===== src/design/loop_port_group_table_top_defines.svh =====
// assertion macros shared by the loop group table rtl
`ifndef LOOP_PORT_GROUP_TABLE_TOP_DEFINES_SVH
`define LOOP_PORT_GROUP_TABLE_TOP_DEFINES_SVH

// same-cycle implication, checked on every clock outside reset
`define LPGT_ASSERT_NOW(lbl, ante, cons, msg) \
    lbl: assert property (@(posedge clk) disable iff (!rst_n) (ante) |-> (cons)) \
        else $error(msg);

// next-cycle implication, checked on every clock outside reset
`define LPGT_ASSERT_NEXT(lbl, ante, cons, msg) \
    lbl: assert property (@(posedge clk) disable iff (!rst_n) (ante) |=> (cons)) \
        else $error(msg);

`endif


===== src/design/lpgt_pkg.sv =====
// types and constants of the loop group table
package lpgt_pkg;

    // port and group id spaces, both indexed by a 4-bit field
    localparam int PORT_W     = 4;
    localparam int PORT_SLOTS = 16;
    localparam int GROUP_IDS  = 16;
    localparam int CNT_W      = 5;

    // operation codes of the func field
    localparam logic FUNC_LINK   = 1'b0;
    localparam logic FUNC_REMOVE = 1'b1;

    // one port table entry
    typedef struct packed {
        logic              grouped;
        logic [PORT_W-1:0] grp;
    } port_ent_t;

    localparam int PORT_ENT_W = $bits(port_ent_t);

endpackage


===== src/design/loop_port_group_table_top.sv =====
// loop group table: top level with port table, member counts and sequencer
//
// Keeps switch ports in loop groups. One input beat (func, first_port,
// second_port) either links a receiving port to a sending port or removes
// a port from its group. Each input beat yields exactly one output beat
// (in_group, group_id, detect_request, detect_port) giving the group of
// first_port after the update and, when a group dissolved, its survivor.
// Both channels use valid/ready. The result is registered soonest when
// there is nothing to do (invalid port, same group) and latest for a new
// group on the last free id. The free id search walks the 16 member counts
// from id 0 up to the first zero, a merge walks ports 1 to 15 and a
// survivor search walks them up to the first member, one entry per cycle
// through the single read port of the member ram or the port ram. No new
// beat is taken before the last result is registered. in_ready is high
// while the sequencer is idle, also while the previous result still
// waits in the output register. If the receiver stalls with a result
// pending, the next item runs to its end and then holds until the output
// register frees up. Reset clears per-entry valid bits held in flip-flops,
// so every entry reads as zero right after reset.
module loop_port_group_table_top #(
    parameter int NUM_PORTS = 16
) (
    input  logic                       clk,
    input  logic                       rst_n,
    input  logic                       in_valid,
    output logic                       in_ready,
    input  logic                       func,
    input  logic [lpgt_pkg::PORT_W-1:0] first_port,
    input  logic [lpgt_pkg::PORT_W-1:0] second_port,
    output logic                       out_valid,
    input  logic                       out_ready,
    output logic                       in_group,
    output logic [lpgt_pkg::PORT_W-1:0] group_id,
    output logic                       detect_request,
    output logic [lpgt_pkg::PORT_W-1:0] detect_port
);

`include "loop_port_group_table_top_defines.svh"

    localparam int PW = lpgt_pkg::PORT_W;
    localparam int CW = lpgt_pkg::CNT_W;
    localparam int EW = lpgt_pkg::PORT_ENT_W;
    localparam int IW = PW + 1;

    // sequencer states
    localparam logic [3:0] S_IDLE  = 4'd0;
    localparam logic [3:0] S_RDA   = 4'd1;
    localparam logic [3:0] S_RDB   = 4'd2;
    localparam logic [3:0] S_DEC   = 4'd3;
    localparam logic [3:0] S_MERGE = 4'd4;
    localparam logic [3:0] S_FREE  = 4'd5;
    localparam logic [3:0] S_PW1   = 4'd6;
    localparam logic [3:0] S_PW2   = 4'd7;
    localparam logic [3:0] S_MRD   = 4'd8;
    localparam logic [3:0] S_MWR   = 4'd9;
    localparam logic [3:0] S_MCLR  = 4'd10;
    localparam logic [3:0] S_RMR   = 4'd11;
    localparam logic [3:0] S_RMW   = 4'd12;
    localparam logic [3:0] S_SURV  = 4'd13;
    localparam logic [3:0] S_FRD   = 4'd14;
    localparam logic [3:0] S_FCHK  = 4'd15;

    function automatic logic port_ok(input logic [PW-1:0] p);
        port_ok = (p != '0) && (int'(p) < NUM_PORTS);
    endfunction

    // control registers
    logic [3:0]                          state_reg, state_next;
    logic                                out_valid_reg, out_valid_next;
    logic [lpgt_pkg::PORT_SLOTS-1:0]     port_valid_reg;
    logic [lpgt_pkg::GROUP_IDS-1:0]      mem_valid_reg;
    logic                                port_rv_reg;
    logic                                mem_rv_reg;

    // item and walk registers
    logic                                func_reg, func_next;
    logic [PW-1:0]                       a_reg, a_next;
    logic [PW-1:0]                       b_reg, b_next;
    lpgt_pkg::port_ent_t                 ea_reg, ea_next;
    logic [PW-1:0]                       gid_reg, gid_next;
    logic [PW-1:0]                       gold_reg, gold_next;
    logic [PW-1:0]                       targ_reg, targ_next;
    logic                                two_reg, two_next;
    logic [CW-1:0]                       inc_reg, inc_next;
    logic                                merge_reg, merge_next;
    logic [IW-1:0]                       idx_reg, idx_next;
    logic                                pend_reg, pend_next;
    logic [PW-1:0]                       chk_reg, chk_next;
    logic [CW-1:0]                       cnt_reg, cnt_next;
    logic [PW-1:0]                       surv_reg, surv_next;

    // output registers
    logic                                in_group_reg, in_group_next;
    logic [PW-1:0]                       group_id_reg, group_id_next;
    logic                                det_req_reg, det_req_next;
    logic [PW-1:0]                       det_port_reg, det_port_next;

    // ram ports
    logic                                port_we, port_re;
    logic [PW-1:0]                       port_waddr, port_raddr;
    lpgt_pkg::port_ent_t                 port_wdata;
    logic [EW-1:0]                       port_rdata;
    logic                                mem_we, mem_re;
    logic [PW-1:0]                       mem_waddr, mem_raddr;
    logic [CW-1:0]                       mem_wdata;
    logic [CW-1:0]                       mem_rdata;

    lpgt_pkg::port_ent_t                 port_view;
    logic [CW-1:0]                       mem_view;
    logic [CW-1:0]                       mem_dec;
    logic                                in_acc;
    logic                                a_ok, b_ok;

    assign in_ready = (state_reg == S_IDLE);
    assign in_acc   = in_valid && in_ready;
    assign a_ok     = port_ok(a_reg);
    assign b_ok     = port_ok(b_reg);

    // entries never written read as zero
    assign port_view = port_rv_reg ? lpgt_pkg::port_ent_t'(port_rdata) : '0;
    assign mem_view  = mem_rv_reg ? mem_rdata : '0;
    assign mem_dec   = (mem_view != '0) ? (mem_view - CW'(1)) : '0;

    lpgt_ram #(
        .WIDTH(EW),
        .DEPTH(lpgt_pkg::PORT_SLOTS)
    ) u_port_ram (
        .clk  (clk),
        .we   (port_we),
        .waddr(port_waddr),
        .wdata(port_wdata),
        .re   (port_re),
        .raddr(port_raddr),
        .rdata(port_rdata)
    );

    lpgt_ram #(
        .WIDTH(CW),
        .DEPTH(lpgt_pkg::GROUP_IDS)
    ) u_mem_ram (
        .clk  (clk),
        .we   (mem_we),
        .waddr(mem_waddr),
        .wdata(mem_wdata),
        .re   (mem_re),
        .raddr(mem_raddr),
        .rdata(mem_rdata)
    );

    // sequencer
    always_comb
    begin
        state_next     = state_reg;
        out_valid_next = out_valid_reg && !out_ready;
        func_next      = func_reg;
        a_next         = a_reg;
        b_next         = b_reg;
        ea_next        = ea_reg;
        gid_next       = gid_reg;
        gold_next      = gold_reg;
        targ_next      = targ_reg;
        two_next       = two_reg;
        inc_next       = inc_reg;
        merge_next     = merge_reg;
        idx_next       = idx_reg;
        pend_next      = pend_reg;
        chk_next       = chk_reg;
        cnt_next       = cnt_reg;
        surv_next      = surv_reg;
        in_group_next  = in_group_reg;
        group_id_next  = group_id_reg;
        det_req_next   = det_req_reg;
        det_port_next  = det_port_reg;
        port_we        = 1'b0;
        port_waddr     = '0;
        port_wdata     = '0;
        port_re        = 1'b0;
        port_raddr     = '0;
        mem_we         = 1'b0;
        mem_waddr      = '0;
        mem_wdata      = '0;
        mem_re         = 1'b0;
        mem_raddr      = '0;

        case (state_reg)
            S_IDLE:
            begin
                if (in_acc)
                begin
                    func_next  = func;
                    a_next     = first_port;
                    b_next     = second_port;
                    surv_next  = '0;
                    merge_next = 1'b0;
                    state_next = S_RDA;
                end
            end
            S_RDA:
            begin
                port_re    = 1'b1;
                port_raddr = a_reg;
                state_next = S_RDB;
            end
            S_RDB:
            begin
                port_re    = 1'b1;
                port_raddr = b_reg;
                ea_next    = port_view;
                state_next = S_DEC;
            end
            // port_view now holds the entry of the second port
            S_DEC:
            begin
                state_next = S_FRD;
                if (func_reg == lpgt_pkg::FUNC_LINK)
                begin
                    if (a_ok && b_ok)
                    begin
                        if (ea_reg.grouped && port_view.grouped)
                        begin
                            if (ea_reg.grp != port_view.grp)
                            begin
                                gid_next   = port_view.grp;
                                gold_next  = ea_reg.grp;
                                idx_next   = IW'(1);
                                pend_next  = 1'b0;
                                cnt_next   = '0;
                                state_next = S_MERGE;
                            end
                        end
                        else if (port_view.grouped)
                        begin
                            targ_next  = a_reg;
                            gid_next   = port_view.grp;
                            two_next   = 1'b0;
                            inc_next   = CW'(1);
                            state_next = S_PW1;
                        end
                        else if (ea_reg.grouped)
                        begin
                            targ_next  = b_reg;
                            gid_next   = ea_reg.grp;
                            two_next   = 1'b0;
                            inc_next   = CW'(1);
                            state_next = S_PW1;
                        end
                        else
                        begin
                            idx_next   = '0;
                            pend_next  = 1'b0;
                            state_next = S_FREE;
                        end
                    end
                end
                else if ((func_reg == lpgt_pkg::FUNC_REMOVE) && a_ok && ea_reg.grouped)
                begin
                    gid_next   = ea_reg.grp;
                    state_next = S_RMR;
                end
            end
            // walk the ports, move members of the receiver group over
            S_MERGE:
            begin
                port_re    = !idx_reg[IW-1];
                port_raddr = idx_reg[PW-1:0];
                pend_next  = !idx_reg[IW-1];
                chk_next   = idx_reg[PW-1:0];
                if (!idx_reg[IW-1])
                begin
                    idx_next = idx_reg + IW'(1);
                end
                if (pend_reg && port_view.grouped && (port_view.grp == gold_reg))
                begin
                    port_we    = 1'b1;
                    port_waddr = chk_reg;
                    port_wdata = '{grouped: 1'b1, grp: gid_reg};
                    cnt_next   = cnt_reg + CW'(1);
                end
                if (idx_reg[IW-1] && !pend_reg)
                begin
                    inc_next   = cnt_reg;
                    merge_next = 1'b1;
                    state_next = S_MRD;
                end
            end
            // lowest group id with a zero member count
            S_FREE:
            begin
                mem_re    = !idx_reg[IW-1];
                mem_raddr = idx_reg[PW-1:0];
                pend_next = !idx_reg[IW-1];
                chk_next  = idx_reg[PW-1:0];
                if (!idx_reg[IW-1])
                begin
                    idx_next = idx_reg + IW'(1);
                end
                if (pend_reg && (mem_view == '0))
                begin
                    gid_next   = chk_reg;
                    targ_next  = a_reg;
                    two_next   = (a_reg != b_reg);
                    inc_next   = (a_reg != b_reg) ? CW'(2) : CW'(1);
                    state_next = S_PW1;
                end
                else if (idx_reg[IW-1] && !pend_reg)
                begin
                    state_next = S_FRD;
                end
            end
            S_PW1:
            begin
                port_we    = 1'b1;
                port_waddr = targ_reg;
                port_wdata = '{grouped: 1'b1, grp: gid_reg};
                state_next = two_reg ? S_PW2 : S_MRD;
            end
            S_PW2:
            begin
                port_we    = 1'b1;
                port_waddr = b_reg;
                port_wdata = '{grouped: 1'b1, grp: gid_reg};
                state_next = S_MRD;
            end
            S_MRD:
            begin
                mem_re     = 1'b1;
                mem_raddr  = gid_reg;
                state_next = S_MWR;
            end
            S_MWR:
            begin
                mem_we     = 1'b1;
                mem_waddr  = gid_reg;
                mem_wdata  = mem_view + inc_reg;
                state_next = merge_reg ? S_MCLR : S_FRD;
            end
            S_MCLR:
            begin
                mem_we     = 1'b1;
                mem_waddr  = gold_reg;
                mem_wdata  = '0;
                state_next = S_FRD;
            end
            // clear the removed port, fetch its group count
            S_RMR:
            begin
                port_we    = 1'b1;
                port_waddr = a_reg;
                port_wdata = '0;
                mem_re     = 1'b1;
                mem_raddr  = gid_reg;
                state_next = S_RMW;
            end
            S_RMW:
            begin
                mem_we    = 1'b1;
                mem_waddr = gid_reg;
                if (mem_dec == CW'(1))
                begin
                    mem_wdata  = '0;
                    idx_next   = IW'(1);
                    pend_next  = 1'b0;
                    state_next = S_SURV;
                end
                else
                begin
                    mem_wdata  = mem_dec;
                    state_next = S_FRD;
                end
            end
            // first remaining member of a dissolving group
            S_SURV:
            begin
                port_re    = !idx_reg[IW-1];
                port_raddr = idx_reg[PW-1:0];
                pend_next  = !idx_reg[IW-1];
                chk_next   = idx_reg[PW-1:0];
                if (!idx_reg[IW-1])
                begin
                    idx_next = idx_reg + IW'(1);
                end
                if (pend_reg && port_view.grouped && (port_view.grp == gid_reg))
                begin
                    port_we    = 1'b1;
                    port_waddr = chk_reg;
                    port_wdata = '0;
                    surv_next  = chk_reg;
                    state_next = S_FRD;
                end
                else if (idx_reg[IW-1] && !pend_reg)
                begin
                    state_next = S_FRD;
                end
            end
            S_FRD:
            begin
                port_re    = 1'b1;
                port_raddr = a_reg;
                state_next = S_FCHK;
            end
            // hand the result to the output register once it is free
            S_FCHK:
            begin
                if (!out_valid_reg || out_ready)
                begin
                    out_valid_next = 1'b1;
                    in_group_next  = a_ok && port_view.grouped;
                    group_id_next  = (a_ok && port_view.grouped) ? port_view.grp : '0;
                    det_req_next   = (surv_reg != '0);
                    det_port_next  = surv_reg;
                    state_next     = S_IDLE;
                end
            end
            default:
            begin
                state_next = S_IDLE;
            end
        endcase
    end

    // control state
    always_ff @(posedge clk or negedge rst_n)
    begin
        if (!rst_n)
        begin
            state_reg      <= S_IDLE;
            out_valid_reg  <= 1'b0;
            port_valid_reg <= '0;
            mem_valid_reg  <= '0;
            port_rv_reg    <= 1'b0;
            mem_rv_reg     <= 1'b0;
        end
        else
        begin
            state_reg     <= state_next;
            out_valid_reg <= out_valid_next;
            if (port_we)
            begin
                port_valid_reg[port_waddr] <= 1'b1;
            end
            if (mem_we)
            begin
                mem_valid_reg[mem_waddr] <= 1'b1;
            end
            if (port_re)
            begin
                port_rv_reg <= port_valid_reg[port_raddr];
            end
            if (mem_re)
            begin
                mem_rv_reg <= mem_valid_reg[mem_raddr];
            end
        end
    end

    // payload and walk registers
    always_ff @(posedge clk)
    begin
        func_reg     <= func_next;
        a_reg        <= a_next;
        b_reg        <= b_next;
        ea_reg       <= ea_next;
        gid_reg      <= gid_next;
        gold_reg     <= gold_next;
        targ_reg     <= targ_next;
        two_reg      <= two_next;
        inc_reg      <= inc_next;
        merge_reg    <= merge_next;
        idx_reg      <= idx_next;
        pend_reg     <= pend_next;
        chk_reg      <= chk_next;
        cnt_reg      <= cnt_next;
        surv_reg     <= surv_next;
        in_group_reg <= in_group_next;
        group_id_reg <= group_id_next;
        det_req_reg  <= det_req_next;
        det_port_reg <= det_port_next;
    end

    assign out_valid      = out_valid_reg;
    assign in_group       = in_group_reg;
    assign group_id       = group_id_reg;
    assign detect_request = det_req_reg;
    assign detect_port    = det_port_reg;

    // checks on sequencer and result consistency
    `LPGT_ASSERT_NOW(a_port_rw_apart, port_we && port_re, port_waddr != port_raddr,
        "port ram read and write hit the same entry")
    `LPGT_ASSERT_NOW(a_detect_port_set, out_valid && detect_request, detect_port != '0,
        "detect request without a survivor port")
    `LPGT_ASSERT_NOW(a_detect_removed, out_valid && detect_request, !in_group,
        "dissolved group but first port still grouped")
    `LPGT_ASSERT_NOW(a_no_group_zero, out_valid && !in_group, group_id == '0,
        "ungrouped result with nonzero group id")
    `LPGT_ASSERT_NEXT(a_busy_after_accept, in_valid && in_ready, !in_ready,
        "sequencer idle right after an accepted beat")

endmodule


===== src/design/lpgt_ram.sv =====
// generic single-write, single-read ram with registered read data
module lpgt_ram #(
    parameter int WIDTH = 8,
    parameter int DEPTH = 16
) (
    input  logic                     clk,
    input  logic                     we,
    input  logic [$clog2(DEPTH)-1:0] waddr,
    input  logic [WIDTH-1:0]         wdata,
    input  logic                     re,
    input  logic [$clog2(DEPTH)-1:0] raddr,
    output logic [WIDTH-1:0]         rdata
);

    logic [WIDTH-1:0] mem_reg [DEPTH];
    logic [WIDTH-1:0] rd_data_reg;

    // write port
    always_ff @(posedge clk)
    begin
        if (we)
        begin
            mem_reg[waddr] <= wdata;
        end
    end

    // registered read port, holds while not enabled
    always_ff @(posedge clk)
    begin
        if (re)
        begin
            rd_data_reg <= mem_reg[raddr];
        end
    end

    assign rdata = rd_data_reg;

endmodule


===== config.mk =====
export PLATFORM = sky130hd
export DESIGN_NAME = loop_port_group_table_top
export DESIGN_NICKNAME = d
export VERILOG_FILES = /design/src/design/lpgt_pkg.sv /design/src/design/loop_port_group_table_top.sv /design/src/design/lpgt_ram.sv
export VERILOG_INCLUDE_DIRS = /design/src /design/src/design
export SDC_FILE = /design/constraint.sdc
export NUM_CORES = 1
export LEC_CHECK = 0
export ABC_CLOCK_PERIOD_IN_PS = 2700
export BUFFER_PORTS_ARGS = -buffer_cell sky130_fd_sc_hd__clkbuf_2
export CORE_MARGIN = 1
export CORE_UTILIZATION = 30
export CTS_BUF_LIST = sky130_fd_sc_hd__clkbuf_8 sky130_fd_sc_hd__clkbuf_16
export CTS_CLUSTER_DIAMETER = 120
export DETAILED_ROUTE_END_ITERATION = 6
export HOLD_SLACK_MARGIN = 0.02
export PLACE_DENSITY_LB_ADDON = 0.1
export RECOVER_POWER = 100
export SYNTH_ARGS = -nofsm -noshare
export SYNTH_HDL_FRONTEND = slang
export SYNTH_SLANG_ARGS = --single-unit

===== constraint.sdc =====
create_clock -name clk -period 2.7 [get_ports clk]
set_clock_uncertainty 0.15 [all_clocks]
set_input_delay 0.54 -clock clk [delete_from_list [all_inputs] [get_ports clk]]
set_output_delay 0.54 -clock clk [all_outputs]
set_load 0.02 [all_outputs]

### Yosys cells after proc, flatten, opt, wreduce, memory -nomap -nowiden

Memories as Yosys holds them, arrays and structs flattened. A register that Yosys moved wholly into a read port is not among the register bits.
Index checks and enable logic that the tools add are counted.
Widths: inputs -> output; s select.

| word-level totals | value |
|---|---|
| register bits | 101 |
| bits in latches | 0 |
| memory bits (writable) | 160 |
| memory bits (read-only) | 0 |
| output and inout bits | 12 |
| logic and storage cells | 246 |
| memories kept | 2 |

| cells by class | value |
|---|---|
| add/subtract/negate cells | 4 |
| $mul | 0 |
| divide/modulo/power cells | 0 |
| magnitude comparators | 6 |
| equal/unequal tests | 41 |
| shifts and indexed selects | 0 |
| multiplexer cells | 111 |
| bitwise operators | 3 |
| reduce and logical (&&, ||, !) cells | 52 |

Memories:

| name | words | width | read ports | clocked after memory_dff | write ports | RTL line | text |
|---|---|---|---|---|---|---|---|
| u_mem_ram.mem_reg | 16 | 5 | 1 | 1 | 1 | lpgt_ram.sv:15 | `logic [WIDTH-1:0] mem_reg [DEPTH];` |
| u_port_ram.mem_reg | 16 | 5 | 1 | 1 | 1 | lpgt_ram.sv:15 |  |

Operators with widths:

| kind | count |
|---|---|
| $mux 5 | 25 |
| $mux 4 | 29 |
| $pmux 4 s16 | 1 |
| $pmux 4 s2 | 5 |
| $eq 4x4->1 const B | 8 |
| $or 16x16->16 | 2 |
| $pmux 5 s2 | 3 |
| $pmux 5 s3 | 2 |
| $mux 1 | 28 |
| $ne 2x2->1 const B | 12 |
| $lt 4x5->1 const B | 4 |
| $pmux 4 s5 | 1 |
| $ne 3x3->1 const B | 6 |
| $reduce_and 6->1 | 3 |
| $eq 4x3->1 const B | 4 |
| $logic_and 1x1->1 | 14 |
| $reduce_and 7->1 | 2 |
| $pmux 4 s3 | 1 |
| $reduce_bool 4->1 | 3 |
| $reduce_or 3->1 | 4 |
| $add 5x1->5 const B | 2 |
| $reduce_or 2->1 | 5 |
| $reduce_and 3->1 | 3 |
| $bmux 1 s4 | 2 |
| other kinds (27) | 48 |

### Depth between registers and ports, before layout

| logic depth | value |
|---|---|
| depth in word-level cells | 10 |
| depth in mapped cells | 13 |

### Cells and area by module

A second synthesis with hierarchy kept.

| unflattened totals | value |
|---|---|
| cell total of the unflattened synthesis | 874 |
| area, all modules | 12305.6 sq um |

Modules (own cells, without submodules):

| module | instances | cells an instance | area each (sq um) | seq. area each (sq um) |
|---|---|---|---|---|
| lpgt_ram | 2 | 155 | 3263.1 | 2552.4 |
| loop_port_group_table_top | 1 | 564 | 5779.3 | 2837.7 |

### Least setup slack after synthesis

No wires, ideal clock.

| path | value |
|---|---|
| path type | register -> register |
| from | reg state_reg[2] |
| to | reg u_port_ram.rd_data_reg[0] (netlist: u_port_ram.rdata[0]) (read register of u_port_ram.mem_reg), data pin |
| library setup time | 261 ps |
| arrival time | 2367 ps |
| path slack | -78 ps |
| stages on the path, launching flop included | 11 |
| buffers on the path | 4 |
| cell sequence | dfrtp_1 > buf_4 > or3b_2 > a21oi_1 > a221o_1 > buf_6 > buf_4 > buf_4 > mux2i_1 > a21oi_1 > a221o_1 |

| between the ends | value |
|---|---|
| cells in the longest elaborated chain, start to end | 3 |
| elaborated cells between the ends (all ways) | 10 |
| classes of those cells | eq/ne (5); mux (2); reduce/logical (3) |

Ends and longest elaborated chain:

| what | RTL line | text |
|---|---|---|
| start, declared | loop_port_group_table_top.sv:68 | `logic [3:0] state_reg, state_next;` |
| start signal, assigned | loop_port_group_table_top.sv:435 | `state_reg <= state_next;` |
| $eq 4x4->1, or another cell as far along | loop_port_group_table_top.sv:185 | `case (state_reg)` |
| $reduce_or 3->1 (no line) / $reduce_or 2->1 (equally long branches) | -- |  |
| $pmux 1 s2 / $pmux 4 s3 (equally long branches) | loop_port_group_table_top.sv:185 |  |
| end, declared | lpgt_ram.sv:16 | `logic [WIDTH-1:0] rd_data_reg;` |

Parallel ways exist; a longest one is shown, timed or not.
A chain may end at the register's enable or synchronous reset.

### Worst setup path in the final report

| path | value |
|---|---|
| from | reg state_reg[2] |
| to | reg u_port_ram.rd_data_reg[3] (netlist: u_port_ram.rdata[3]) (read register of u_port_ram.mem_reg), data pin |

The elaborated chain is that of the path after synthesis.

==> qor.csv <==
metric,value,unit
insertion_delay,0.54,ns
vias_per_cell,5.03,
slew_headroom,0.211,
synth_top_area_frac,0.549,
cp_slowest_cell,dfrtp_1,
boundaryPins,25,
ys_ff_latch,271,
cap_violations,0,
start_kind,register,
num_vias,9240,
p_leak,6.52,nW
path_max_fanout,8,
whs_path_depth,1,
drc,0,
post-synth-top-area-cell,edfxtp_1,
p_total,19.3,mW
die-area,43100,sq um
grt_antenna_before_repair,0,
ir_drop,455,uV
die_h,208,microns
end_kind,register,
cpMostUsedCell,buf_12,
syn_area_per_cell,12.5,sq um
path_cells,"buf_6, or3b_4, a21oi_2, a221o_2, buf_12, buf_12, mux2i_1, mux2_4, o22ai_2, a221o_1",
ant_nets,0,
synth_warnings,0,
setup_tns,-4.10,ns
port_buffers,24,
multi_input_area,5190,sq um
hp-class,in2reg,
timing.setup.critical_path_class,reg2reg,
wl_per_cell,20.6,microns
core,41300,sq um
fmaxAchievable,352,MHz
drt-initial-drc-count,592,
layout-drive-gt1-share,0.374,
ys.flop_type,edfxtp_1,
syn_to_final_growth,37.6,%
nets,1304,
yosysMostFrequentCell,edfxtp_1,
grt_max_degree,40,
dr.pass1.iters,5,
antenna-diode-count,0,
synth_edf_count,232,
finalHoldViolCount,0,
status,finished with violations,
place_congestion,0.897,
n_fill_cell,3892,
syn_inst,1019,
cts_buffer_depth,3,
worst_slew_pin_slew,1.18,ns
grt.total_usage,0.177,
crit_family,compound AO/OA/AOI/OAI gates,
reg2reg_depth,10,
critical_path_arrival,2.98,ns
synth_seq_area_share,0.626,
hpwl,26500,microns
finalMaxSlewViolations,0,
rsz0062_at_grt,yes,
grt_pass1_wl,58000,microns
cts_tree,yes,
syn-cell-area,12700,sq um
htreeDepth,2,
critPathMaxStageDelay,0.41,ns
fp.dieW,208,microns
violations,negative setup slack,
numClockSinks,271,
path_clk_slew,0.06,ns
async_reset_ff_frac,0.144,
rows,74,
routed_wl,37800,microns
timing.final.ws_setup,-0.144,ns
grt_pass1_vias,9479,
root_buffer,clkbuf_16,
period_minus_slack,2.84,ns
place_ws,-0.268,ns
critPathBufInv,3,
p_per_area,1110,nW/um^2
setup_violations,80,
synth_nets,1043,
cp_num_cells,10,
regArea,7950,sq um
synthDistinctLibCells,73,
initial_utilization,0.307,
numCtsBuffers,34,
synth.cells.most_frequent,"edfxtp_1, nand2_1, nor2_1, a21oi_1, mux2i_1",
ys_top_cells_by_area,"edfxtp_1, dfrtp_1, mux2i_1",
worstPathRequired,2.83,ns
grt.overflow.total,0,
period_share,1.05,
[layout by cell type (no fill, tap or decap), types with 19 or more instances in the layout]
cell	synthesis	routed
inv_1	21	31
clkbuf_2	0	23
mux2i_1	42	34
mux2_2	27	19
a21oi_1	47	35
dfrtp_1	39	37
o21ai_0	28	22
nor2_1	82	55
buf_6	6	33
clkbuf_16	0	37
nand2_1	108	98
and2_1	41	35
edfxtp_1	232	232
buf_4	5	179
[stage by stage]
step | util | area, sq um | std cells | hold WS (ns)
floorplan | - | 12700 | 1019 | 0.0944
global placement | 0.364 | 15000 | 1731 | 0.297
detailed placement | 0.364 | 15000 | 1731 | 0.289
CTS | 0.412 | 17000 | 1831 | 0.0255
global route | 0.423 | 17500 | 1837 | 0.0667
finish | 0.423 | 17500 | 1837 | 0.0765
[path summary, 6_finish.rpt]
kind / slack, ns / to / start
worst max-delay path: -0.14 / u_port_ram.rdata[3]$_DFFE_PP_ / state_reg[2]$_DFFE_PN0P_
worst min register to register: 0.30 / detect_port[3]$_DFFE_PP_ / surv_reg[3]$_SDFFCE_PP0P_
worst min-delay path: 0.08 / a_reg[0]$_DFFE_PP_ / first_port[0]
worst max register to register: -0.14 / u_port_ram.rdata[3]$_DFFE_PP_ / state_reg[2]$_DFFE_PN0P_
max in group asynchronous: 0.84 / state_reg[1]$_DFFE_PN0P_ / rst_n
min in group asynchronous: 0.74 / port_rv_reg$_DFFE_PN0P_ / rst_n
[repair_timing]
item	in CTS	in global routing
buffers inserted	27	8
gates cloned	4	0
setup endpoints to repair	143	203
hold endpoints to repair	47	0
pin swaps	33	43
resized for setup	108	114
hold buffers	9	0
[per-layer routing]
metal | global-route usage | up-vias | routed length [microns]
li1 | - | 4389 | -
met1 | 0.243 | 4608 | 17700
met5 | 0 | - | 0
met4 | 0.0621 | 0 | 871
met2 | 0.285 | 184 | 17800
met3 | 0.0262 | 59 | 1410
[layout make-up]
class	instances	share of cell area
clock inverters	25	0.0131
flip-flops and latches	271	0.455
well taps	532	0.0381
repair buffers	276	0.141
inverters	22	0.00473
clock buffers	36	0.0509
multi-input cells	675	0.297
[worst reg2reg max path, delay by kind of cell (launching register included)]
| family | cells | cell delay [ns] |
|---|---|---|
| muxes | 2 | 0.40 |
| AOI/OAI and AO/OA | 4 | 0.72 |
| DFF | 1 | 0.41 |
| buffers and inverters | 3 | 0.53 |
| and+or+nand+nor | 1 | 0.39 |
[report_power, final]
group          switching (mW)  total, mW  internal (mW)
clock network            1.78       4.55           2.77
logic                    4.74       8.89           4.15
registers               0.400       5.89           5.49
total                    6.92       19.3           12.4
[cells by family (layout without fill, tap and decap cells)]
group           count (synthesis)  after routing  synth area share
simple gates                  338            338             0.132
xor+xnor                       24             24            0.0172
flops                         271            271             0.626
mux                            71             71            0.0606
buf+inv                        73            359            0.0277
fa+ha+maj                      12             12            0.0116
compound gates                230            230             0.125
No activity file was read; power rests on OpenSTA's default activity.
